**src/sv/cal_pkg.sv**
```systemverilog
// shared types and constants for the cursor array list
// action and status codes, controller states, cell control bundle
// no dependencies
`timescale 1ns / 1ps

package cal_pkg;

    localparam int DATA_W = 32;
    localparam int CUR_W  = 6;
    localparam int CNT_W  = 7;
    localparam int ACT_W  = 4;
    localparam int ST_W   = 3;

    typedef enum logic [ACT_W-1:0] {
        ACT_APPEND     = 4'd0,
        ACT_FIRST      = 4'd1,
        ACT_LAST       = 4'd2,
        ACT_NEXT       = 4'd3,
        ACT_PREV       = 4'd4,
        ACT_READ       = 4'd5,
        ACT_REPLACE    = 4'd6,
        ACT_CLEAR      = 4'd7,
        ACT_MOVE_FIRST = 4'd8,
        ACT_MOVE_LAST  = 4'd9,
        ACT_MOVE_NEXT  = 4'd10,
        ACT_MOVE_PREV  = 4'd11,
        ACT_MOVE_POS   = 4'd12,
        ACT_DUMP       = 4'd13
    } action_t;

    typedef enum logic [ST_W-1:0] {
        ST_OK    = 3'd0,
        ST_FULL  = 3'd1,
        ST_EMPTY = 3'd2,
        ST_END   = 3'd3,
        ST_START = 3'd4,
        ST_RANGE = 3'd5
    } status_t;

    typedef enum logic [2:0] {
        S_IDLE,
        S_FETCH,
        S_EXEC,
        S_DUMP_RD,
        S_DUMP_WR
    } state_t;

    typedef enum logic [1:0] {
        CELL_HOLD,
        CELL_WRITE,
        CELL_MOVE
    } cell_op_t;

    // broadcast to every cell of the chain
    typedef struct packed {
        cell_op_t                 op;
        logic [CUR_W-1:0]         addr;    // write address or move destination
        logic [CUR_W-1:0]         src;     // move source (current entry)
        logic                     fwd;     // destination above source
        logic signed [DATA_W-1:0] word;    // word to store at addr
        logic [CUR_W-1:0]         rd_idx;  // cell driving the read bus
    } cell_ctrl_t;

endpackage

```
**src/sv/cal_cell.sv**
```systemverilog
// one entry cell of the list chain
// holds a word, loads it, or takes a neighbor's word during a move
// depends on cal_pkg
`timescale 1ns / 1ps

module cal_cell
    import cal_pkg::*;
#(
    parameter int INDEX = 0
) (
    input  logic                     clk,
    input  cell_ctrl_t               ctrl,
    input  logic signed [DATA_W-1:0] left_word,
    input  logic signed [DATA_W-1:0] right_word,
    output logic signed [DATA_W-1:0] word,
    output logic signed [DATA_W-1:0] rd_word
);

    localparam logic [CUR_W-1:0] IDX = CUR_W'(INDEX);

    logic signed [DATA_W-1:0] word_reg;
    logic signed [DATA_W-1:0] word_next;

    // next word from the broadcast command
    always_comb
    begin
        word_next = word_reg;
        case (ctrl.op)
            CELL_WRITE:
            begin
                if (ctrl.addr == IDX)
                    word_next = ctrl.word;
            end
            CELL_MOVE:
            begin
                if (ctrl.addr == IDX)
                    word_next = ctrl.word;
                else if (ctrl.fwd && IDX >= ctrl.src && IDX < ctrl.addr)
                    word_next = right_word;
                else if (!ctrl.fwd && IDX > ctrl.addr && IDX <= ctrl.src)
                    word_next = left_word;
            end
            default: ;
        endcase
    end

    // entry storage
    always_ff @(posedge clk)
    begin
        word_reg <= word_next;
    end

    assign word    = word_reg;
    assign rd_word = (ctrl.rd_idx == IDX) ? word_reg : '0;

endmodule

```
**config.mk**
```make
export PLATFORM = sky130hd
export DESIGN_NAME = cal_cell
export DESIGN_NICKNAME = d
export VERILOG_FILES = /design/src/sv/cal_pkg.sv /design/src/sv/cal_cell.sv
export SDC_FILE = /design/constraint.sdc
export NUM_CORES = 1
export LEC_CHECK = 0
export BUFFER_PORTS_ARGS = -buffer_cell sky130_fd_sc_hd__clkbuf_2
export CAP_MARGIN = 40
export CORE_ASPECT_RATIO = 1.1
export CORE_UTILIZATION = 35
export DETAILED_ROUTE_END_ITERATION = 10
export PLACE_DENSITY = 0.75
export REMOVE_ABC_BUFFERS = 1
export SYNTH_ARGS = -nofsm -noshare
export SYNTH_HDL_FRONTEND = slang
export SYNTH_SLANG_ARGS = --single-unit
```
**constraint.sdc**
```tcl
create_clock -name clk -period 12.3 [get_ports clk]
set_input_delay 1.23 -clock clk [delete_from_list [all_inputs] [get_ports clk]]
set_output_delay 1.23 -clock clk [all_outputs]
set_load 0.02 [all_outputs]
```
### Word level (Yosys, flattened, before mapping)

Cells that the tools add are included.

| cells by class | value |
|---|---|
| reductions and logical operators | 9 |
| order comparisons | 4 |
| mux-type cells | 6 |
| equality and inequality tests | 4 |

Operators by type and width:

| kind | number |
|---|---|
| $mux W32 | 5 |
| $pmux W32 S2 | 1 |
| $logic_not A6 Y1 | 2 |
| $ge A1 B6 Y1 const A | 1 |
| $gt A1 B6 Y1 const A | 1 |
| $le A1 B6 Y1 const A | 1 |
| $lt A1 B6 Y1 const A | 1 |
| $logic_and A1 B1 Y1 | 4 |
| $ne A4 B4 Y1 const B | 1 |
| $reduce_and A3 Y1 | 1 |
| $eq A2 B1 Y1 const B | 1 |
| $eq A2 B2 Y1 const B | 1 |
| $ne A2 B2 Y1 const B | 1 |
| $reduce_bool A2 Y1 | 1 |
| $logic_not A1 Y1 | 1 |

| word-level totals | value |
|---|---|
| output and inout port bits | 64 |
| flip-flop bits (word level) | 32 |
| logic and storage cells | 24 |
| input port bits | 118 |

### Logic depth before layout (Yosys ltp)

| logic depth | value |
|---|---|
| word-level depth | 7 |
| gate-level depth with buffers | 6 |
| gate-level depth less buffers | 4 |

### Least setup slack after synthesis

OpenSTA, ideal clock, no wires.

| timing | value |
|---|---|
| kind | input port to flip-flop |
| start | input port ctrl[50] in the netlist's numbering |
| end | register word_reg[0], in the netlist word[0], enable pin |
| setup slack | 7.531 ns |
| path buffers | 0 |
| library setup time | 0.466 ns |
| data arrival time | 4.303 ns |
| data required time | 11.834 ns |
| stages | 4 |
| cell sequence | or4_4 nor3_1 nand2_1 o21ai_0 |

| on the way | value |
|---|---|
| word-level cells in the longest chain between the ends | 5 |
| elaborated cells on any way between the ends | 9 |
| those cells by class | order compare: 2; eq/ne: 2; reduce/logical: 5 |

RTL lines:

| what | RTL line | RTL |
|---|---|---|
| start, declared | cal_cell.sv:12 | `input cell_ctrl_t ctrl,` |
| $gt A1 B6 Y1 | cal_cell.sv:40 | `else if (!ctrl.fwd && IDX > ctrl.addr && IDX <= ctrl.src)` |
| $logic_and A1 B1 Y1 (2 in series) | cal_cell.sv:40 |  |
| $ne A4 B4 Y1 (no line) | -- |  |
| $reduce_and A3 Y1 (no line) (*) | -- |  |
| end signal, assigned | cal_cell.sv:50 | `word_reg <= word_next;` |
| end, declared | cal_cell.sv:21 | `logic signed [DATA_W-1:0] word_reg;` |

Every way passes the cells marked *; elsewhere a longest branch is shown, timed or not.
A chain may end at the register's enable or synchronous reset.

### Worst setup path after layout

| timing | value |
|---|---|
| start | input port ctrl[3] in the netlist's numbering |
| end | output port rd_word[25] |

| on the way | value |
|---|---|
| word-level cells in the longest chain between the ends | 2 |

RTL lines:

| what | RTL line | RTL |
|---|---|---|
| $logic_not A6 Y1 | cal_cell.sv:54 | `assign rd_word = (ctrl.rd_idx == IDX) ? word_reg : '0;` |
| $mux W32 | cal_cell.sv:54 |  |
| end, declared | cal_cell.sv:16 | `output logic signed [DATA_W-1:0] rd_word` |

Every way passes these cells.

==> results.py <==
metrics = {
    "critical_path": {
        "worst_ep_arrival_time_ps": 2580,
        "cp_slowest_stage_delay_ps": 530,
        "crit_top_cell": "clkbuf_2",
        "worstPathRequired_ps": 11070,
        "crit_fanout": 32,
        "end_kind": "output pin",
        "worstSetupPathType": "in2out",
        "worstPathCellList": "clkbuf_2 -> or4_1 -> nor3_2 -> buf_4 -> and2_1 -> clkbuf_2",
        "critPathSlowestCell": "or4_1",
        "start_kind": "input port",
    },
    "drt": {
        "vias": 2116,
        "viasPerCell": 4.787,
        "wl_per_cell_um": 12.97,
        "drt-pass1-iter-count": 4,
        "drt_iter0_drc": 76,
        "drc": 0,
        "drt_wl_total_um": 5732,
        "drtAntennaViolNets": 0,
    },
    "sta": {
        "tightest_slew_ps": 792.5,
        "worst_hold_slack_ps": 1230,
        "fmax_mhz": 262.2,
        "post-route-period-util_pct": 31.01,
        "finalMaxSlewViolations": 0,
        "period_needed_ps": 3814,
        "tns_ps": 0,
        "setup_viol": 0,
        "rsz0062_at_grt": "no",
        "hold_viol": 0,
        "relSlewSlack_pct": 47.00,
    },
    "logic_synthesis": {
        "yosys.area_share.simple_pct": 20.85,
        "synth_top_family_by_area": "compound AO/OA/AOI/OAI gates",
        "synth_fa_ha_area_share_pct": 0,
        "syn-cell-area_um2": 1914,
        "yosys.area_share.xor_xnor_pct": 0,
        "synth-seq-area-share_pct": 50.20,
        "syn_area_per_cell_um2": 9.971,
        "synth.distinct_cells": 22,
        "synth_compound_area_share_pct": 23.14,
        "synthMuxAreaShare_pct": 0,
        "ys_ff_latch": 32,
        "yosys_warnings": 0,
        "synthCells": 192,
    },
    "min_path": {
        "hold_class": "in2reg",
    },
    "place": {
        "dp_cells": 435,
        "placed_area_um2": 2900,
        "place_hpwl_um": 4528,
        "io_buffers": 181,
        "gp_congestion": 0.7201,
    },
    "clock_network": {
        "cts_htree_levels": 2,
        "cts_tree": "yes",
        "cts_made_buffers": 5,
        "holdBufCountCts": 0,
        "path_clk_slew_ps": 60,
        "post-cts-setup-buffer-count": 0,
        "clockBufferDepth": 2,
        "cts_root_buf": "clkbuf_8",
        "cts_resized": 0,
        "cts.sinks": 32,
    },
    "finish": {
        "diodes": 0,
        "layout-drive-gt1-share_pct": 55.14,
        "final_nets": 488,
        "area_delta_synth_final_pct": 55.56,
        "post-route-util_pct": 57.99,
        "largest_register_ffs": 32,
        "fin_cells": 442,
        "post-route-cell-area_um2": 2978,
    },
    "global_routing": {
        "antenna_found_initial": 0,
        "grt_use_total_pct": 19.49,
        "gr-total-overflow": 0,
        "grt_max_degree": 34,
        "grt_pass1_wl_um": 8438,
        "grt_pass1_vias": 1874,
    },
    "floorplanning": {
        "io_pins": 182,
        "die_area_um2": 5770,
        "coreArea_um2": 5135,
        "die_w_um": 72.52,
        "rows": 27,
        "start_util_pct": 37.28,
        "fp.dieH_um": 79.57,
    },
    "status": {
        "status": "complete, no violations",
    },
    "power": {
        "ir_drop_uv": 42.12,
        "p_leak_nw": 1.449,
        "power_density_nw_per_um2": 79.81,
    },
    "flow_run": {
        "drv_cap": 0,
    },
}
[power breakdown]
group / internal (mW) / switching, mW
combinational: 0.0221 / 0.0189
sequential: 0.122 / 0.000460
clock: 0.0384 / 0.0356
total: 0.183 / 0.0550
[logic make-up (layout without fill, tap and decap cells)]
logic type | count (synthesis) | count (layout)
AOI/OAI and AO/OA | 68 | 68
buffers and inverters | 16 | 194
DFF | 32 | 32
and+or+nand+nor | 76 | 76
[worst paths after layout]
check / startpoint / endpoint / slack, ps / cells after the start
setup / recovery: ctrl[3] / rd_word[25] / 8490 / 6
hold / removal: ctrl[12] / word[6] / 1230 / 3
[per-layer routing]
| metal | GRT usage [%] | up-vias | routed length (um) | share of wire, % |
|---|---|---|---|---|
| li1 | - | 1068 | - | - |
| met1 | 20.18 | 935 | 2247 | 39 |
| met2 | 38.22 | 106 | 3005 | 52 |
| met3 | 3.788 | 7 | 394 | 6.9 |
| met4 | 6.667 | 0 | 84 | 1.5 |
| met5 | 0 | - | 0 | 0 |
[cells in the final DEF (no fill, tap or decap)]
cell type	instances
clkbuf_1	1
and2_1	32
a211oi_4	1
buf_4	4
o22ai_1	27
edfxtp_1	32
buf_16	2
clkbuf_2	181
o22ai_2	5
o21ai_0	3
clkbuf_8	5
nor3_2	1
nor4_1	1
clkinv_2	1
nand2_1	33
or4_1	1
o31ai_4	1
o21ai_1	30
or3_1	1
o21ai_4	1
or4_4	1
nor3_1	1
nor2_1	2
or4b_4	1
nor2b_1	1
or2_1	1
[final cells by class]
class	instances	area (um^2)
fillers	477	2157
flip-flops and latches	32	960.9
multi-input cells	144	858.3
clock buffers	6	72.57
well taps	72	90.09
repair buffers	187	991.0
clock inverters	1	5.005
[cells in the mapped netlist]
master,number,area [um^2]
or4_4,1,11.26
buf_6,6,67.56
nand2_1,33,123.9
o21ai_0,4,20.02
edfxtp_1,32,960.9
nor3_1,2,10.01
o21ai_1,30,150.1
nor2_1,2,7.510
or2_1,1,6.260
o31ai_4,1,21.27
buf_2,4,20.02
clkbuf_2,1,5.000
o22ai_1,27,168.9
o22ai_2,5,62.56
nor2b_1,1,6.260
or4_1,1,7.510
clkbuf_1,5,18.77
or4b_4,1,13.76
and2_1,32,200.2
nor4_1,1,6.260
a211oi_4,1,20.02
or3_1,1,6.260
[metrics by stage]
step / total power [mW] / setup slack, ps
2_1_floorplan: 0.1411 / 7531
3_3_place_gp: 0.1640 / 8511
3_5_place_dp: 0.1664 / 8478
4_1_cts: 0.2412 / 8474
5_1_grt: 0.2495 / 8409
6_report: 0.2377 / 8486
[worst max-delay path, delay by kind of cell]
family	cells	cell delay, ps
buffers and inverters	3	520
AND/OR/NAND/NOR	3	810
(Power assumes the default switching activity.)
