$ cat src/sv/cal_pkg.sv
// shared types and constants for the cursor array list
// action and status codes, controller states, cell control bundle
// no dependencies
`timescale 1ns / 1ps

package cal_pkg;

    localparam int DATA_W = 32;
    localparam int CUR_W  = 6;
    localparam int CNT_W  = 7;
    localparam int ACT_W  = 4;
    localparam int ST_W   = 3;

    typedef enum logic [ACT_W-1:0] {
        ACT_APPEND     = 4'd0,
        ACT_FIRST      = 4'd1,
        ACT_LAST       = 4'd2,
        ACT_NEXT       = 4'd3,
        ACT_PREV       = 4'd4,
        ACT_READ       = 4'd5,
        ACT_REPLACE    = 4'd6,
        ACT_CLEAR      = 4'd7,
        ACT_MOVE_FIRST = 4'd8,
        ACT_MOVE_LAST  = 4'd9,
        ACT_MOVE_NEXT  = 4'd10,
        ACT_MOVE_PREV  = 4'd11,
        ACT_MOVE_POS   = 4'd12,
        ACT_DUMP       = 4'd13
    } action_t;

    typedef enum logic [ST_W-1:0] {
        ST_OK    = 3'd0,
        ST_FULL  = 3'd1,
        ST_EMPTY = 3'd2,
        ST_END   = 3'd3,
        ST_START = 3'd4,
        ST_RANGE = 3'd5
    } status_t;

    typedef enum logic [2:0] {
        S_IDLE,
        S_FETCH,
        S_EXEC,
        S_DUMP_RD,
        S_DUMP_WR
    } state_t;

    typedef enum logic [1:0] {
        CELL_HOLD,
        CELL_WRITE,
        CELL_MOVE
    } cell_op_t;

    // broadcast to every cell of the chain
    typedef struct packed {
        cell_op_t                 op;
        logic [CUR_W-1:0]         addr;    // write address or move destination
        logic [CUR_W-1:0]         src;     // move source (current entry)
        logic                     fwd;     // destination above source
        logic signed [DATA_W-1:0] word;    // word to store at addr
        logic [CUR_W-1:0]         rd_idx;  // cell driving the read bus
    } cell_ctrl_t;

endpackage

$ cat src/sv/cal_if.sv
// channel interfaces of the cursor array list
// command channel and response channel, valid/ready handshake
// no dependencies
`timescale 1ns / 1ps

interface cal_in_if;
    logic               valid;
    logic               ready;
    logic [3:0]         action;
    logic signed [31:0] value;
    logic [5:0]         position;

    modport source (output valid, output action, output value, output position, input ready);
    modport sink   (input valid, input action, input value, input position, output ready);
endinterface

interface cal_out_if;
    logic               valid;
    logic               ready;
    logic signed [31:0] data;
    logic [5:0]         cursor;
    logic [6:0]         count;
    logic [2:0]         status;
    logic               last;

    modport source (output valid, output data, output cursor, output count, output status,
                    output last, input ready);
    modport sink   (input valid, input data, input cursor, input count, input status,
                    input last, output ready);
endinterface

$ cat src/sv/cal_ctrl.sv
// sequencer of the cursor array list
// decodes actions, keeps cursor and count, drives the cell chain and output register
// depends on cal_pkg and the channel interfaces
`timescale 1ns / 1ps

module cal_ctrl
    import cal_pkg::*;
#(
    parameter int DEPTH = 64
) (
    input  logic                     clk,
    input  logic                     rst_n,
    cal_in_if.sink                   cmd,
    cal_out_if.source                rsp,
    input  logic signed [DATA_W-1:0] rd_word,
    output cell_ctrl_t               cell_ctrl
);

    localparam logic [CNT_W-1:0] FULL_CNT = CNT_W'(DEPTH);

    state_t                   state_reg, state_next;
    action_t                  act_reg, act_next;
    logic signed [DATA_W-1:0] value_reg, value_next;
    logic [CUR_W-1:0]         pos_reg, pos_next;
    logic [CUR_W-1:0]         cursor_reg, cursor_next;
    logic [CNT_W-1:0]         count_reg, count_next;
    logic [CUR_W-1:0]         dump_reg, dump_next;

    logic                     out_valid_reg;
    logic signed [DATA_W-1:0] out_data_reg;
    logic [CUR_W-1:0]         out_cursor_reg;
    logic [CNT_W-1:0]         out_count_reg;
    status_t                  out_status_reg;
    logic                     out_last_reg;

    logic                     load_out;
    logic signed [DATA_W-1:0] res_data;
    logic [CUR_W-1:0]         res_cursor;
    logic [CNT_W-1:0]         res_count;
    status_t                  res_status;
    logic                     res_last;
    logic                     out_free;

    logic [CNT_W-1:0]         n_last;
    logic [CUR_W-1:0]         last_idx;
    logic                     reloc;
    logic [CUR_W-1:0]         dst;
    status_t                  dec_status;
    logic signed [DATA_W-1:0] dec_data;
    logic [CUR_W-1:0]         dec_cursor;
    logic [CNT_W-1:0]         dec_count;
    cell_op_t                 dec_op;
    logic [CUR_W-1:0]         dec_addr;
    logic signed [DATA_W-1:0] dec_word;
    logic                     dec_dump;

    assign n_last   = count_reg - CNT_W'(1);
    assign last_idx = n_last[CUR_W-1:0];
    assign out_free = !out_valid_reg || rsp.ready;

    // action decode against the current cursor and count
    always_comb
    begin
        dec_status = ST_OK;
        dec_data   = '0;
        dec_cursor = cursor_reg;
        dec_count  = count_reg;
        dec_op     = CELL_HOLD;
        dec_addr   = cursor_reg;
        dec_word   = value_reg;
        dec_dump   = 1'b0;
        reloc      = 1'b0;
        dst        = cursor_reg;
        case (act_reg)
            ACT_APPEND:
            begin
                if (count_reg == FULL_CNT)
                    dec_status = ST_FULL;
                else
                begin
                    dec_op     = CELL_WRITE;
                    dec_addr   = count_reg[CUR_W-1:0];
                    dec_count  = count_reg + CNT_W'(1);
                    dec_cursor = count_reg[CUR_W-1:0];
                end
            end
            ACT_CLEAR:
            begin
                dec_count  = '0;
                dec_cursor = '0;
            end
            ACT_FIRST, ACT_LAST, ACT_NEXT, ACT_PREV, ACT_READ, ACT_REPLACE,
            ACT_MOVE_FIRST, ACT_MOVE_LAST, ACT_MOVE_NEXT, ACT_MOVE_PREV,
            ACT_MOVE_POS, ACT_DUMP:
            begin
                if (count_reg == '0)
                    dec_status = ST_EMPTY;
                else
                begin
                    case (act_reg)
                        ACT_FIRST: dec_cursor = '0;
                        ACT_LAST:  dec_cursor = last_idx;
                        ACT_NEXT:
                        begin
                            if ({1'b0, cursor_reg} >= n_last)
                                dec_status = ST_END;
                            else
                                dec_cursor = cursor_reg + CUR_W'(1);
                        end
                        ACT_PREV:
                        begin
                            if (cursor_reg == '0)
                                dec_status = ST_START;
                            else
                                dec_cursor = cursor_reg - CUR_W'(1);
                        end
                        ACT_READ:    dec_data = rd_word;
                        ACT_REPLACE: dec_op   = CELL_WRITE;
                        ACT_MOVE_FIRST:
                        begin
                            reloc = 1'b1;
                            dst   = '0;
                        end
                        ACT_MOVE_LAST:
                        begin
                            reloc = 1'b1;
                            dst   = last_idx;
                        end
                        ACT_MOVE_NEXT:
                        begin
                            if ({1'b0, cursor_reg} >= n_last)
                                dec_status = ST_END;
                            else
                            begin
                                reloc = 1'b1;
                                dst   = cursor_reg + CUR_W'(1);
                            end
                        end
                        ACT_MOVE_PREV:
                        begin
                            if (cursor_reg == '0)
                                dec_status = ST_START;
                            else
                            begin
                                reloc = 1'b1;
                                dst   = cursor_reg - CUR_W'(1);
                            end
                        end
                        ACT_MOVE_POS:
                        begin
                            if ({1'b0, pos_reg} >= count_reg)
                                dec_status = ST_RANGE;
                            else
                            begin
                                reloc = 1'b1;
                                dst   = pos_reg;
                            end
                        end
                        ACT_DUMP: dec_dump = 1'b1;
                        default: ;
                    endcase
                end
            end
            default: ;
        endcase
        // relocation: held word goes to the destination, cursor follows it
        if (reloc)
        begin
            dec_op     = CELL_MOVE;
            dec_addr   = dst;
            dec_word   = rd_word;
            dec_cursor = dst;
        end
    end

    // next state and outputs
    always_comb
    begin
        state_next  = state_reg;
        act_next    = act_reg;
        value_next  = value_reg;
        pos_next    = pos_reg;
        cursor_next = cursor_reg;
        count_next  = count_reg;
        dump_next   = dump_reg;
        cmd.ready   = 1'b0;
        load_out    = 1'b0;
        res_data    = dec_data;
        res_cursor  = dec_cursor;
        res_count   = dec_count;
        res_status  = dec_status;
        res_last    = 1'b1;
        cell_ctrl.op     = CELL_HOLD;
        cell_ctrl.addr   = dec_addr;
        cell_ctrl.src    = cursor_reg;
        cell_ctrl.fwd    = dec_addr > cursor_reg;
        cell_ctrl.word   = dec_word;
        cell_ctrl.rd_idx = cursor_reg;
        case (state_reg)
            S_IDLE:
            begin
                cmd.ready = 1'b1;
                if (cmd.valid)
                begin
                    act_next   = action_t'(cmd.action);
                    value_next = cmd.value;
                    pos_next   = cmd.position;
                    state_next = S_FETCH;
                end
            end
            S_FETCH:
            begin
                state_next = S_EXEC;
            end
            S_EXEC:
            begin
                if (dec_dump)
                begin
                    dump_next  = '0;
                    state_next = S_DUMP_RD;
                end
                else if (out_free)
                begin
                    load_out     = 1'b1;
                    cursor_next  = dec_cursor;
                    count_next   = dec_count;
                    cell_ctrl.op = dec_op;
                    state_next   = S_IDLE;
                end
            end
            S_DUMP_RD:
            begin
                cell_ctrl.rd_idx = dump_reg;
                state_next       = S_DUMP_WR;
            end
            S_DUMP_WR:
            begin
                cell_ctrl.rd_idx = dump_reg;
                res_data   = rd_word;
                res_cursor = cursor_reg;
                res_count  = count_reg;
                res_status = ST_OK;
                res_last   = (dump_reg == last_idx);
                if (out_free)
                begin
                    load_out = 1'b1;
                    if (res_last)
                        state_next = S_IDLE;
                    else
                    begin
                        dump_next        = dump_reg + CUR_W'(1);
                        cell_ctrl.rd_idx = dump_reg + CUR_W'(1);
                    end
                end
            end
            default:
            begin
                state_next = S_IDLE;
            end
        endcase
    end

    // control state
    always_ff @(posedge clk or negedge rst_n)
    begin
        if (!rst_n)
        begin
            state_reg     <= S_IDLE;
            cursor_reg    <= '0;
            count_reg     <= '0;
            out_valid_reg <= 1'b0;
        end
        else
        begin
            state_reg  <= state_next;
            cursor_reg <= cursor_next;
            count_reg  <= count_next;
            if (load_out)
                out_valid_reg <= 1'b1;
            else if (rsp.ready)
                out_valid_reg <= 1'b0;
        end
    end

    // transaction payload and dump index
    always_ff @(posedge clk)
    begin
        act_reg   <= act_next;
        value_reg <= value_next;
        pos_reg   <= pos_next;
        dump_reg  <= dump_next;
        if (load_out)
        begin
            out_data_reg   <= res_data;
            out_cursor_reg <= res_cursor;
            out_count_reg  <= res_count;
            out_status_reg <= res_status;
            out_last_reg   <= res_last;
        end
    end

    assign rsp.valid  = out_valid_reg;
    assign rsp.data   = out_data_reg;
    assign rsp.cursor = out_cursor_reg;
    assign rsp.count  = out_count_reg;
    assign rsp.status = out_status_reg;
    assign rsp.last   = out_last_reg;

endmodule

$ cat src/flat_wrapper.sv
// flat-port wrapper written by rule: the top's interface ports become plain ports
module cal_ctrl_flat import cal_pkg::*;
#(
    parameter int DEPTH = 64
)
  (clk, rst_n, rd_word, cell_ctrl, cmd_valid, cmd_action, cmd_value, cmd_position, cmd_ready, rsp_valid, rsp_data, rsp_cursor, rsp_count, rsp_status, rsp_last, rsp_ready);
  cal_in_if cmd_i ();
  cal_out_if rsp_i ();
  input  logic clk;
  input  logic rst_n;
  input  logic signed [DATA_W-1:0] rd_word;
  output cell_ctrl_t cell_ctrl;
  input wire logic [$bits(cmd_i.valid)-1:0] cmd_valid;
  input wire logic [$bits(cmd_i.action)-1:0] cmd_action;
  input wire logic [$bits(cmd_i.value)-1:0] cmd_value;
  input wire logic [$bits(cmd_i.position)-1:0] cmd_position;
  output wire logic [$bits(cmd_i.ready)-1:0] cmd_ready;
  output wire logic [$bits(rsp_i.valid)-1:0] rsp_valid;
  output wire logic [$bits(rsp_i.data)-1:0] rsp_data;
  output wire logic [$bits(rsp_i.cursor)-1:0] rsp_cursor;
  output wire logic [$bits(rsp_i.count)-1:0] rsp_count;
  output wire logic [$bits(rsp_i.status)-1:0] rsp_status;
  output wire logic [$bits(rsp_i.last)-1:0] rsp_last;
  input wire logic [$bits(rsp_i.ready)-1:0] rsp_ready;
  assign cmd_i.valid = cmd_valid;
  assign cmd_i.action = cmd_action;
  assign cmd_i.value = cmd_value;
  assign cmd_i.position = cmd_position;
  assign cmd_ready = cmd_i.ready;
  assign rsp_valid = rsp_i.valid;
  assign rsp_data = rsp_i.data;
  assign rsp_cursor = rsp_i.cursor;
  assign rsp_count = rsp_i.count;
  assign rsp_status = rsp_i.status;
  assign rsp_last = rsp_i.last;
  assign rsp_i.ready = rsp_ready;
  cal_ctrl #(.DEPTH(DEPTH)) u_core (.clk(clk), .rst_n(rst_n), .cmd(cmd_i), .rsp(rsp_i), .rd_word(rd_word), .cell_ctrl(cell_ctrl));
endmodule
$ cat config.mk
export PLATFORM = sky130hd
export DESIGN_NAME = cal_ctrl_flat
export DESIGN_NICKNAME = d
export VERILOG_FILES = /design/src/sv/cal_pkg.sv /design/src/sv/cal_if.sv /design/src/sv/cal_ctrl.sv /design/src/flat_wrapper.sv
export SDC_FILE = /design/constraint.sdc
export NUM_CORES = 1
export LEC_CHECK = 0
export BUFFER_PORTS_ARGS = -buffer_cell sky130_fd_sc_hd__buf_2
export CAP_MARGIN = 20
export CORE_MARGIN = 2
export CORE_UTILIZATION = 47
export DETAILED_ROUTE_END_ITERATION = 6
export PLACE_DENSITY = 0.84
export SLEW_MARGIN = 10
export SYNTH_ARGS = -nofsm -noshare
export SYNTH_HDL_FRONTEND = slang
export SYNTH_SLANG_ARGS = --single-unit
$ cat constraint.sdc
create_clock -name clk -period 7.7 [get_ports clk]
set_input_delay 1.155 -clock clk [delete_from_list [all_inputs] [get_ports clk]]
set_output_delay 1.155 -clock clk [all_outputs]
set_load 0.02 [all_outputs]
# Word level (Yosys, flattened, before mapping)
# Index checks and enable logic that the tools add are counted.
# Widths: inputs -> output; s select.
dict set report word_totals {
  register_bits 114
  latch_bits 0
  ram_bits 0
  rom_bits 0
  output_inout_bits 104
  word_cells 125
  memories 0
}
dict set report op_classes {
  addsub 5
  n_mul 0
  div_mod_pow 0
  order_cmp 3
  n_eq_ne 24
  n_shift 0
  mux 63
  bitwise 1
  n_reduce_logical 16
}
# op count
set ops {}
lappend ops {{$mux 32} 5}
lappend ops {{$mux 6} 14}
lappend ops {{$pmux 6 s5} 1}
lappend ops {{$eq 4x4->1 const B} 6}
lappend ops {{$mux 3} 8}
lappend ops {{$pmux 6 s2} 2}
lappend ops {{$pmux 6 s4} 1}
lappend ops {{$pmux 6 s3} 1}
lappend ops {{$eq 4x3->1 const B} 4}
lappend ops {{$mux 1} 16}
lappend ops {{$pmux 3 s5} 1}
lappend ops {{$ge 6x7->1} 2}
lappend ops {{$mux 7} 2}
lappend ops {{$pmux 7 s2} 1}
lappend ops {{$add 6x1->6 const B} 2}
lappend ops {{$mux 2} 6}
lappend ops {{$reduce_or 12->1} 1}
lappend ops {{$pmux 3 s3} 1}
lappend ops {{$eq 4x2->1 const B} 2}
lappend ops {{$add 7x1->7 const B} 1}
lappend ops {{$eq 7x7->1 const B} 1}
lappend ops {{$logic_not 7->1} 1}
lappend ops {{$sub 7x1->7 const B} 1}
lappend ops {{$eq 3x2->1 const B} 2}
lappend ops {{24 further kinds} 30}

# Longest topological paths before layout
# Gate-level depths: netlist of run 1.
dict set report logic_depth {
  word_depth 10
  depth_mapped 23
}

# Worst setup path before layout of run 1
# No wires, ideal clock.
dict set report synth_timing {
  path_kind {flip-flop to flip-flop}
  startpoint {register u_core.count_reg[0]}
  endpoint {register u_core.out_count_reg[0] (netlist: u_core.rsp.count[0]), enable pin}
  arrival_ps 5237
  t_required_ps 7183
  slack_ps 1946
  path_stages_with_launch 10
  n_path_buf 1
  synth_period_minus_slack_ps 5754
  path_cell_list {dfrtp_1 -> buf_6 -> inv_1 -> ha_1 -> or3b_1 -> nor4_4 -> nor3b_1 -> nor3_1 -> a21oi_1 -> nor3_1}
}
dict set report synth_between {
  elab_chain_cells 5
}
# element line_no
set synth_lines {}
lappend synth_lines {{start, declared} cal_ctrl.sv:26} ;# logic [CNT_W-1:0] count_reg, count_next;
lappend synth_lines {{start signal, assigned} cal_ctrl.sv:277} ;# count_reg <= count_next;
lappend synth_lines {{$logic_not 7->1} cal_ctrl.sv:96} ;# if (count_reg == '0)
lappend synth_lines {{$mux 1} cal_ctrl.sv:96}
lappend synth_lines {{$mux 1} cal_ctrl.sv:74} ;# case (act_reg)
lappend synth_lines {{$mux 1} cal_ctrl.sv:217} ;# if (dec_dump)
lappend synth_lines {{$pmux 1 s2} cal_ctrl.sv:199} ;# case (state_reg)
lappend synth_lines {{via u_core.load_out} cal_ctrl.sv:36} ;# logic load_out;
lappend synth_lines {{end signal, assigned} cal_ctrl.sv:296} ;# out_count_reg <= res_count;
lappend synth_lines {{end, declared} cal_ctrl.sv:32} ;# logic [CNT_W-1:0] out_count_reg;
# The timed path passes the listed nets, and every way through them passes these cells.
# A chain may end at the register's enable or synchronous reset.

==> run_results.csv, run 1 <==
group,metric,value,unit
min_path,worstHoldStart,"u_core.state_reg[2]",
global_route,grt_usage,27.50,%
routing,wl_per_cell,20.61,um
clock_network,clock-sinks,114,
critical_path,slowest_delay,800,ps
critical_path,worstPathArrival,5780,ps
placed_design,place_hpwl,14.93,mm
floorplanning,std_cell_rows,43,
critical_path,cp.buffers_inverters,2,
critical_path,reg2reg_to,"u_core.rsp.cursor[1]",
clock_network,clk_pin_slew,70,ps
global_route,grtUsageMet2,42.55,%
synth,yosysTopAreaCell,"edfxtp_1",
power_and_ir_drop,p_clk_share,21.4,%
min_path,min_path_cells,1,
finish,syn_to_final_growth,23.55,%
timing,tightest_slew,1059,ps
synth,yosys-top-cells-area,"edfxtp_1 (43%), dfrtp_1 (6.3%), mux2_2 (5.6%), ha_1 (4.1%), nor2b_1 (3.7%)",
routing,wl,20.59,mm
floorplanning,start_util,48.46,%
synth,yosys-top-cells-count,"edfxtp_1 (97), nand2_1 (57), nor2_1 (46)",
routing,first_pass_iters,5,
floorplanning,io_pins,182,
critical_path,endpoint_kind,"output pin",
global_route,grt_overflow,0,
global_route,grt_pass1_wl,31.17,mm
synth,synthArstFlopShare,14.91,%
finish,drive_gt1_share,33.46,%
timing,rsz0062_at_grt,"no",
synth,synth_edf_count,97,
power_and_ir_drop,leakage,0.003414,uW
critical_path,crit_required,6550,ps
clock_network,tritoncts,"yes",
synth,avgSynthCellArea,10.64,um2
clock_network,cts.repair.resized,0,
floorplanning,die_h,124.1,um
routing,post-route-drc-count,0,
power_and_ir_drop,powerDensity,429.4,nW/um2
critical_path,path_max_fanout,44,
critical_path,worstPathCellList,"inv_1, ha_1, nor3b_2, xnor2_1, ha_1, nand2_1, o21ai_0, maj3_2, a21o_2, nand2_1, a21oi_1, nor2_1, ha_1, nor2b_1, o21a_1, o21a_1, o21ai_0, nand2b_1, a21oi_1, a31oi_1, buf_2",
floorplanning,die-area,15400,um2
min_path,hp-class,"reg2reg",
global_route,grt_use_met3,5.266,%
synth,yosysWarnings,0,
timing,layout_min_cycle_time,6934,ps
clock_network,htree_levels,4,
clock_network,numCtsBuffers,17,
critical_path,cp_top_family,"compound AO/OA/AOI/OAI gates",
power_and_ir_drop,p_switching,1603,uW
placed_design,numPortBuffers,181,
power_and_ir_drop,switching_share,44.58,%
synth,yosys_register_bits,114,
clock_network,clock_latency,430,ps
critical_path,critPathKind,"reg2out",
timing,skew,12.94,ps
global_route,met1_usage,37.44,%
finish,seqCellArea,3338,um2
critical_path,reg2reg_from,"u_core.count_reg[0]",
finish,num_antenna_cells,0,
power_and_ir_drop,power.total,3596,uW
timing,slew_headroom,29.40,%
timing,period_share,90.05,%
power_and_ir_drop,peakVddDrop,0.1689,mV
run,drv_cap,0,
critical_path,startpoint_type,"register",
critical_path,timing.critical_path.mode_cell,"ha_1",
synth,synth.top_cell.area_share,42.97,%
power_and_ir_drop,p_int,1993,uW
clock_network,clk_path_buf_depth,2,
status,status,"completed",
synth,mappedNetlistArea,6779,um2
synth,syn_inst,637,
power_and_ir_drop,pwr-share-seq,29.7,%
floorplanning,core_area,13990,um2
global_route,antenna_found_initial,0,
routing,vias,5944,
critical_path,crit_slowest_cell,"a21o_2",
routing,drt_iter0_markers,574,
clock_network,post_cts_buffers,0,
global_route,grt_max_degree,45,
min_path,min_to,"u_core.state_reg[1]",
clock_network,holdBufCountCts,0,
synth,synth_nets,737,
power_and_ir_drop,power_frac_comb,48.9,%
timing,slew_viol_final,0,
routing,ant_nets,0,
global_route,grt_pass1_vias,5579,
synth,ys.flop_type,"edfxtp_1",
critical_path,ff2ff_path_depth,12,
synth,yosysUniqueCellTypes,70,
timing,max_freq,144.2,MHz
routing,viasPerCell,5.950,
clock_network,cts-root-buf,"clkbuf_16",
global_route,busiest_layer,"met2",
synth,seq_area_frac_synth,49.24,%
synth,yosysMostFrequentCell,"edfxtp_1",
placed_design,gp_congestion,0.9480,
finish,nNetsFinal,906,
timing,finalSetupViolations,0,
critical_path,ff2ff_setup_slack,3110,ps
floorplanning,die_w,124.1,um
timing,hold_viol,0,
finish,multi_input_comb_area,3216,um2
timing,tns,0,ps
finish,nFillCells,1203,
## area by class of cell
| cell class | count | share of cell area (%) |
|---|---|---|
| Clock inverter | 15 | 1.778 |
| Multi-Input combinational cell | 469 | 38.39 |
| Tap cell | 180 | 2.689 |
| Clock buffer | 17 | 5.079 |
| Timing Repair Buffer | 189 | 11.53 |
| Sequential cell | 114 | 39.86 |
| Inverter | 15 | 0.6722 |
## worst register-to-register path: stages, from the launching register on
cell and delay, ps:
dfrtp_1 550, inv_1 180, ha_1 210, nor3b_2 370
xnor2_1 230, ha_1 360, nand2_1 70, o21ai_0 350
maj3_2 400, a21o_2 810, nand2_1 190, a211oi_1 480
a211oi_1 100
## cell usage in the layout, fill, tap and decap left out, types with 8 or more instances in the layout
cell type and instances:
mux2i_1 12, nand2b_1 12, nor2_1 46, ha_1 22, buf_2 181, dfrtp_1 17
inv_1 12, clkbuf_16 17, xnor2_1 12, buf_4 8, edfxtp_1 97, nor2b_1 40
mux2_2 34, a21oi_1 39, nand2_1 57, a22o_1 9, nand3_1 18, o21ai_0 31
nor3_1 14, a31oi_1 13
## metrics by stage
step	setup WS (ps)	hold slack [ps]	util [%]	instance area (um2)	std cells
3_5_place_dp	1330	552.9	55.77	7801	967
3_3_place_gp	1550	551.9	55.77	7801	967
6_report	766.0	568.3	59.87	8376	999
5_1_grt	262.1	615.5	59.87	8376	999
4_1_cts	850.0	571.5	59.87	8376	999
2_1_floorplan	1946	495.7	-	6779	637
## power groups by stage
| stage | clock (uW) | sequential (uW) | combinational (uW) |
|---|---|---|---|
| 6_report | 768 | 1070 | 1760 |
| 4_1_cts | 777 | 1070 | 1750 |
| 5_1_grt | 808 | 1090 | 1910 |
| 3_3_place_gp | 0 | 1070 | 1730 |
| 3_5_place_dp | 0 | 1080 | 1740 |
| 2_1_floorplan | 0 | 1160 | 1110 |
## how the worst max path moves through the flow
stage | start | slack (ps) | end | depth (start not counted)
global route | u_core.count_reg[0] | 260 | cell_ctrl[38] | 21
global placement | u_core.count_reg[0] | 1550 | cell_ctrl[38] | 21
detailed placement | u_core.count_reg[0] | 1330 | cell_ctrl[38] | 21
CTS | u_core.count_reg[0] | 850 | cell_ctrl[38] | 21
floorplan | u_core.count_reg[0] | 1950 | u_core.rsp.count[0] | 9
finish | u_core.count_reg[0] | 770 | cell_ctrl[38] | 21
## cell families after synthesis
group	share of synthesized area, %
buffers and inverters	3.525
multiplexers	7.420
adder cells (fa/ha/maj)	4.374
AND/OR/NAND/NOR	17.52
flip-flops	49.24
XOR/XNOR	2.510
AO/OA/AOI/OAI	15.41
## layer usage
layer / vias to the layer above / wire, um
met5: - / 0
met4: 0 / 612
met3: 47 / 1730
met2: 324 / 9978
met1: 2826 / 8266
li1: 2747 / -
Power figures use the tool's default switching activity.
==> run 2: changes to the inputs <==
==> constraint.sdc (replaced) <==
create_clock -name clk -period 8.4 [get_ports clk]
set_input_delay 1.26 -clock clk [delete_from_list [all_inputs] [get_ports clk]]
set_output_delay 1.26 -clock clk [all_outputs]
set_load 0.1 [all_outputs]
==> run 2 against run 1 <==
Flip-flop and latch count unchanged. Die area unchanged. Setup slack improved by 500 ps. Cell area down 0.43%. Hold slack improved by 15 ps. Clock-buffer cell count increased by 1. Clock skew shrank 3.8 ps. Critical path type unchanged. Critical endpoint unchanged.
==> run_results.csv, run 2 (synthesis results as in run 1) <==
group,metric,value,unit
critical_path,ff2ff_setup_slack,3820,ps
clock_network,holdBufCountCts,0,
critical_path,crit_slowest_cell,"dfrtp_1",
min_path,min_path_cells,1,
routing,wl_per_cell,20.69,um
critical_path,endpoint_kind,"output pin",
routing,drt_iter0_markers,652,
critical_path,crit_required,7140,ps
timing,layout_min_cycle_time,7133,ps
clock_network,clk_path_buf_depth,2,
routing,post-route-drc-count,0,
global_route,grt_pass1_wl,30.77,mm
timing,period_share,84.91,%
timing,tns,0,ps
finish,multi_input_comb_area,3216,um2
clock_network,tritoncts,"yes",
routing,viasPerCell,5.989,
floorplanning,die-area,15400,um2
status,status,"completed",
finish,nFillCells,1156,
floorplanning,std_cell_rows,43,
routing,wl,20.65,mm
floorplanning,io_pins,182,
critical_path,critPathLaunch,"u_core.count_reg[0]",
timing,skew,9.114,ps
min_path,worstHoldStart,"u_core.state_reg[2]",
floorplanning,start_util,48.46,%
routing,ant_nets,0,
critical_path,ff2ff_path_depth,12,
timing,rsz0062_at_grt,"no",
timing,hold_viol,0,
critical_path,startpoint_type,"register",
clock_network,cts.repair.resized,0,
global_route,grt_max_degree,50,
critical_path,critical_path_depth,20,
timing,slew_headroom,27.53,%
finish,seqCellArea,3338,um2
finish,final_common_cell,"buf_2",
routing,first_pass_iters,5,
clock_network,clock_latency,420,ps
critical_path,slowest_delay,640,ps
timing,max_freq,140.2,MHz
critical_path,path_max_fanout,44,
placed_design,gp_congestion,0.9812,
global_route,grt_usage,27.14,%
clock_network,numCtsBuffers,17,
clock_network,htree_levels,4,
finish,nNetsFinal,905,
critical_path,worstPathArrival,5870,ps
floorplanning,core_area,13990,um2
timing,finalSetupViolations,0,
clock_network,post_cts_buffers,0,
critical_path,worstPathCellList,"inv_1, ha_1, nor3b_2, xnor2_1, ha_1, a21oi_1, o21ai_0, maj3_2, a21o_2, a311oi_1, nor2_1, ha_1, nor2b_1, o21a_1, o21a_1, o21ai_0, nand2b_1, a21oi_1, a31oi_1, buf_2",
floorplanning,die_w,124.1,um
critical_path,reg2reg_from,"u_core.count_reg[0]",
critical_path,reg2reg_to,"u_core.rsp.cursor[5]",
finish,syn_to_final_growth,23.02,%
global_route,grt_pass1_vias,5562,
finish,drive_gt1_share,32.89,%
timing,slew_viol_final,0,
min_path,hp-class,"reg2reg",
placed_design,place_hpwl,14.72,mm
run,drv_cap,0,
clock_network,cts-root-buf,"clkbuf_16",
critical_path,critPathKind,"reg2out",
global_route,grt_overflow,0,
critical_path,cp_top_family,"compound AO/OA/AOI/OAI gates",
timing,tightest_slew,1078,ps
critical_path,timing.critical_path.mode_cell,"ha_1",
floorplanning,die_h,124.1,um
critical_path,cp.buffers_inverters,2,
min_path,min_to,"u_core.state_reg[1]",
placed_design,numPortBuffers,181,
clock_network,clock-sinks,114,
clock_network,clk_pin_slew,50,ps
finish,num_antenna_cells,0,
routing,vias,5977,
global_route,antenna_found_initial,0,
finish,final_cell_mix,"buf_2 (181), edfxtp_1 (97), nand2_1 (57), nor2_1 (46), nor2b_1 (40)",
==> run 2: per-stage QoR <==
step | hold WS (ps) | worst slack, ps | util [%] | area (um2) | instances
after floorplan | 495.7 | 461.5 | - | 6779 | 637
after global placement | 551.4 | 2001 | 55.72 | 7794 | 966
after detailed placement | 552.9 | 1837 | 55.72 | 7794 | 966
after CTS | 575.8 | 1365 | 59.62 | 8339 | 998
after global routing | 606.1 | 925.7 | 59.62 | 8339 | 998
final | 583.4 | 1267 | 59.62 | 8339 | 998
==> run 2: layer usage <==
layer	part of all wire (%)	wire (um)	global-route usage, %	up-vias
li1	-	-	-	2738
met1	40	8220	36.75	2844
met2	48	9930	41.87	337
met3	8.4	1730	5.357	58
met4	3.7	765	13.06	0
met5	0	0	0	-
==> run 2: worst reg2reg max path, cell delays in order, from the launching register on <==
cell,delay (ps)
dfrtp_1,640
inv_1,170
ha_1,260
nor3b_2,200
xnor2_1,450
ha_1,340
a21oi_1,180
o21ai_0,170
maj3_2,430
a21o_2,550
a311oi_1,520
a21oi_1,130
mux2_2,280
==> run 2: cell type report <==
| cell class | instances | area share, % |
|---|---|---|
| clock buffer | 18 | 5.146 |
| clock inverter | 14 | 1.395 |
| inverter | 15 | 0.6752 |
| multi-input combinational | 469 | 38.56 |
| sequential | 114 | 40.03 |
| tap | 180 | 2.701 |
| timing repair buffer | 188 | 11.49 |
==> run 2: how the worst max path moves through the flow <==
stage                     to
5_1_grt        cell_ctrl[38]
4_1_cts        cell_ctrl[38]
3_5_place_dp   cell_ctrl[38]
6_report       cell_ctrl[38]
2_1_floorplan  cell_ctrl[38]
3_3_place_gp   cell_ctrl[38]
Power of run 2 is not shown: default switching activity piles up to over one toggle a cycle in this logic, so the estimate is an artifact.
==> run 3: changes to the inputs <==
--- a/config.mk
+++ b/config.mk
@@ -5,12 +5,13 @@
 export SDC_FILE = /design/constraint.sdc
 export NUM_CORES = 1
 export LEC_CHECK = 0
+export ABC_AREA = 1
 export BUFFER_PORTS_ARGS = -buffer_cell sky130_fd_sc_hd__buf_2
 export CAP_MARGIN = 20
 export CORE_MARGIN = 2
 export CORE_UTILIZATION = 47
 export DETAILED_ROUTE_END_ITERATION = 6
-export PLACE_DENSITY = 0.84
+export PLACE_DENSITY = 0.86
 export SLEW_MARGIN = 10
 export SYNTH_ARGS = -nofsm -noshare
 export SYNTH_HDL_FRONTEND = slang
==> constraint.sdc (replaced) <==
create_clock -name clk -period 6.19 [get_ports clk]
set_input_delay 0.9285 -clock clk [delete_from_list [all_inputs] [get_ports clk]]
set_output_delay 0.9285 -clock clk [all_outputs]
set_load 0.1 [all_outputs]
==> run 3 against run 2 <==
Flip-flop and latch count stayed put. Largest cell class unchanged. Critical path depth up 5. Highest routed layer unchanged. Sequential share of layout area down 0.84 points.
==> run_results.csv, run 3 <==
group,metric,value,unit
critical_path,path_max_fanout,71,
timing,tns,0,ps
synth,seq_area_frac_synth,48.80,%
routing,drt_iter0_markers,702,
floorplanning,die_h,124.6,um
routing,wl,20.51,mm
global_route,grt_usage,26.36,%
global_route,grt_pass1_wl,32.02,mm
synth,syn_inst,833,
timing,skew,13.87,ps
floorplanning,io_pins,182,
timing,hold_viol,0,
routing,ant_nets,0,
synth,yosysWarnings,0,
routing,vias,6555,
critical_path,timing.critical_path.mode_cell,"nand2_1",
timing,layout_min_cycle_time,5853,ps
global_route,grt_use_met3,7.990,%
timing,setup_slack,337.2,ps
routing,post-route-drc-count,0,
timing,period_share,94.55,%
run,drv_cap,0,
clock_network,clock-sinks,114,
global_route,busiest_layer,"met2",
timing,slew_headroom,29.67,%
synth,yosys-top-cells-area,"edfxtp_1 (43%), nand2_1 (13%), dfrtp_1 (6.2%), inv_1 (5.4%), nor2_1 (4.9%)",
synth,yosys-top-cells-count,"nand2_1 (240), inv_1 (99), edfxtp_1 (97)",
finish,syn_to_final_growth,24.51,%
synth,yosys_register_bits,114,
placed_design,place_hpwl,14.80,mm
synth,synth_top_family_by_area,"simple AND/OR/NAND/NOR gates",
synth,synth_edf_count,97,
timing,max_freq,170.9,MHz
timing,finalSetupViolations,0,
floorplanning,core_area,14370,um2
synth,synthAdderAreaFrac,4.024,%
synth,synthArstFlopShare,14.91,%
floorplanning,start_util,47.61,%
clock_network,clock_latency,420,ps
placed_design,gp_congestion,1.042,
critical_path,crit_slowest_cell,"dfrtp_1",
global_route,grtUsageMet2,42.01,%
placed_design,numPortBuffers,181,
critical_path,crit_required,5260,ps
critical_path,cp.buffers_inverters,5,
critical_path,worstPathArrival,4920,ps
clock_network,clk_path_buf_depth,2,
synth,avgSynthCellArea,8.212,um2
timing,rsz0062_at_grt,"no",
finish,drive_gt1_share,25.15,%
critical_path,startpoint_type,"register",
global_route,grt_overflow,0,
finish,nNetsFinal,1113,
synth,mappedNetlistArea,6840,um2
clock_network,tritoncts,"yes",
synth,yosysMostFrequentCell,"nand2_1",
synth,yosysTopAreaCell,"edfxtp_1",
routing,wl_per_cell,16.95,um
synth,muxShareOfSynthArea,0,%
clock_network,htree_levels,4,
routing,viasPerCell,5.417,
clock_network,clk_pin_slew,60,ps
timing,slew_viol_final,0,
finish,final_common_cell,"nand2_1",
global_route,grt_max_degree,72,
min_path,hp-class,"in2async",
timing,tightest_slew,1054,ps
finish,final_cell_mix,"nand2_1 (240), buf_2 (181), inv_1 (99), edfxtp_1 (97), nor2_1 (89)",
critical_path,cp_top_family,"simple AND/OR/NAND/NOR gates",
floorplanning,std_cell_rows,44,
synth,synth_compound_area_share,10.97,%
clock_network,numCtsBuffers,17,
routing,first_pass_iters,6,
synth,synth.top_cell.area_share,42.58,%
clock_network,holdBufCountCts,0,
critical_path,slowest_delay,500,ps
synth,ys.flop_type,"edfxtp_1",
critical_path,endpoint_kind,"output pin",
synth,yosysUniqueCellTypes,47,
floorplanning,die-area,15540,um2
floorplanning,die_w,124.6,um
clock_network,cts-root-buf,"clkbuf_16",
synth,synth_xor_area_share,2.030,%
critical_path,critPathKind,"reg2out",
global_route,antenna_found_initial,0,
global_route,grt_pass1_vias,6131,
finish,num_antenna_cells,0,
synth,synthSimpleGateAreaFrac,25.54,%
global_route,met1_usage,33.78,%
synth,synth_nets,933,
placed_design,preCtsSetupSlack,840.7,ps
status,status,"completed",
## run 3: final timing paths
path / start / end / slack (ps) / cells after the start
max: u_core.count_reg[0] / cell_ctrl[38] / 340 / 25
min: rst_n / u_core.count_reg[4] / 460 / 1
max reg2reg: u_core.count_reg[0] / u_core.rsp.cursor[5] / 2670 / 19
min reg2reg: u_core.state_reg[2] / u_core.state_reg[2] / 580 / 2
max in group asynchronous: rst_n / u_core.cursor_reg[2] / 5400 / 1
min in group clk: u_core.state_reg[2] / u_core.state_reg[2] / 580 / 2
## run 3: what timing repair did
item | in CTS | in global routing
gates resized for setup | 0 | 1
setup buffers | 0 | 0
endpoints found under the setup margin | 0 | 1
## run 3: stage by stage
step | cells | utilization, % | hold slack [ps] | area, um2
after floorplan | 833 | - | 505.0 | 6850
after global routing | 1210 | 59.27 | 468.3 | 8517
final | 1210 | 59.27 | 457.5 | 8517
after CTS | 1210 | 59.21 | 453.7 | 8508
after global placement | 1178 | 54.97 | 537.5 | 7899
after detailed placement | 1178 | 54.97 | 555.1 | 7899
## run 3: logic make-up (layout without fill, tap and decap cells)
family,count (synthesis),in the layout
AO/OA/AOI/OAI,135,135
XOR/XNOR,15,15
adder cells (fa/ha/maj),22,22
buffers and inverters,139,332
flip-flops,114,114
AND/OR/NAND/NOR,408,408
## run 3: final cells by class
type,count,area [um2]
multi-input cells,580,2949
fillers,1241,5852
clock buffers,17,425.4
repair buffers,189,965.9
flip-flops and latches,114,3338
clock inverters,15,183.9
well taps,184,230.2
inverters,111,424.2
## run 3: routing by layer
layer | part of all wire [%] | routed length, um | vias up
li1 | - | - | 3114
met1 | 40 | 8301 | 2999
met2 | 48 | 9749 | 390
met3 | 9.6 | 1959 | 52
met4 | 2.5 | 503 | 0
met5 | 0 | 0 | -
Power of run 3 is left out for the same reason.
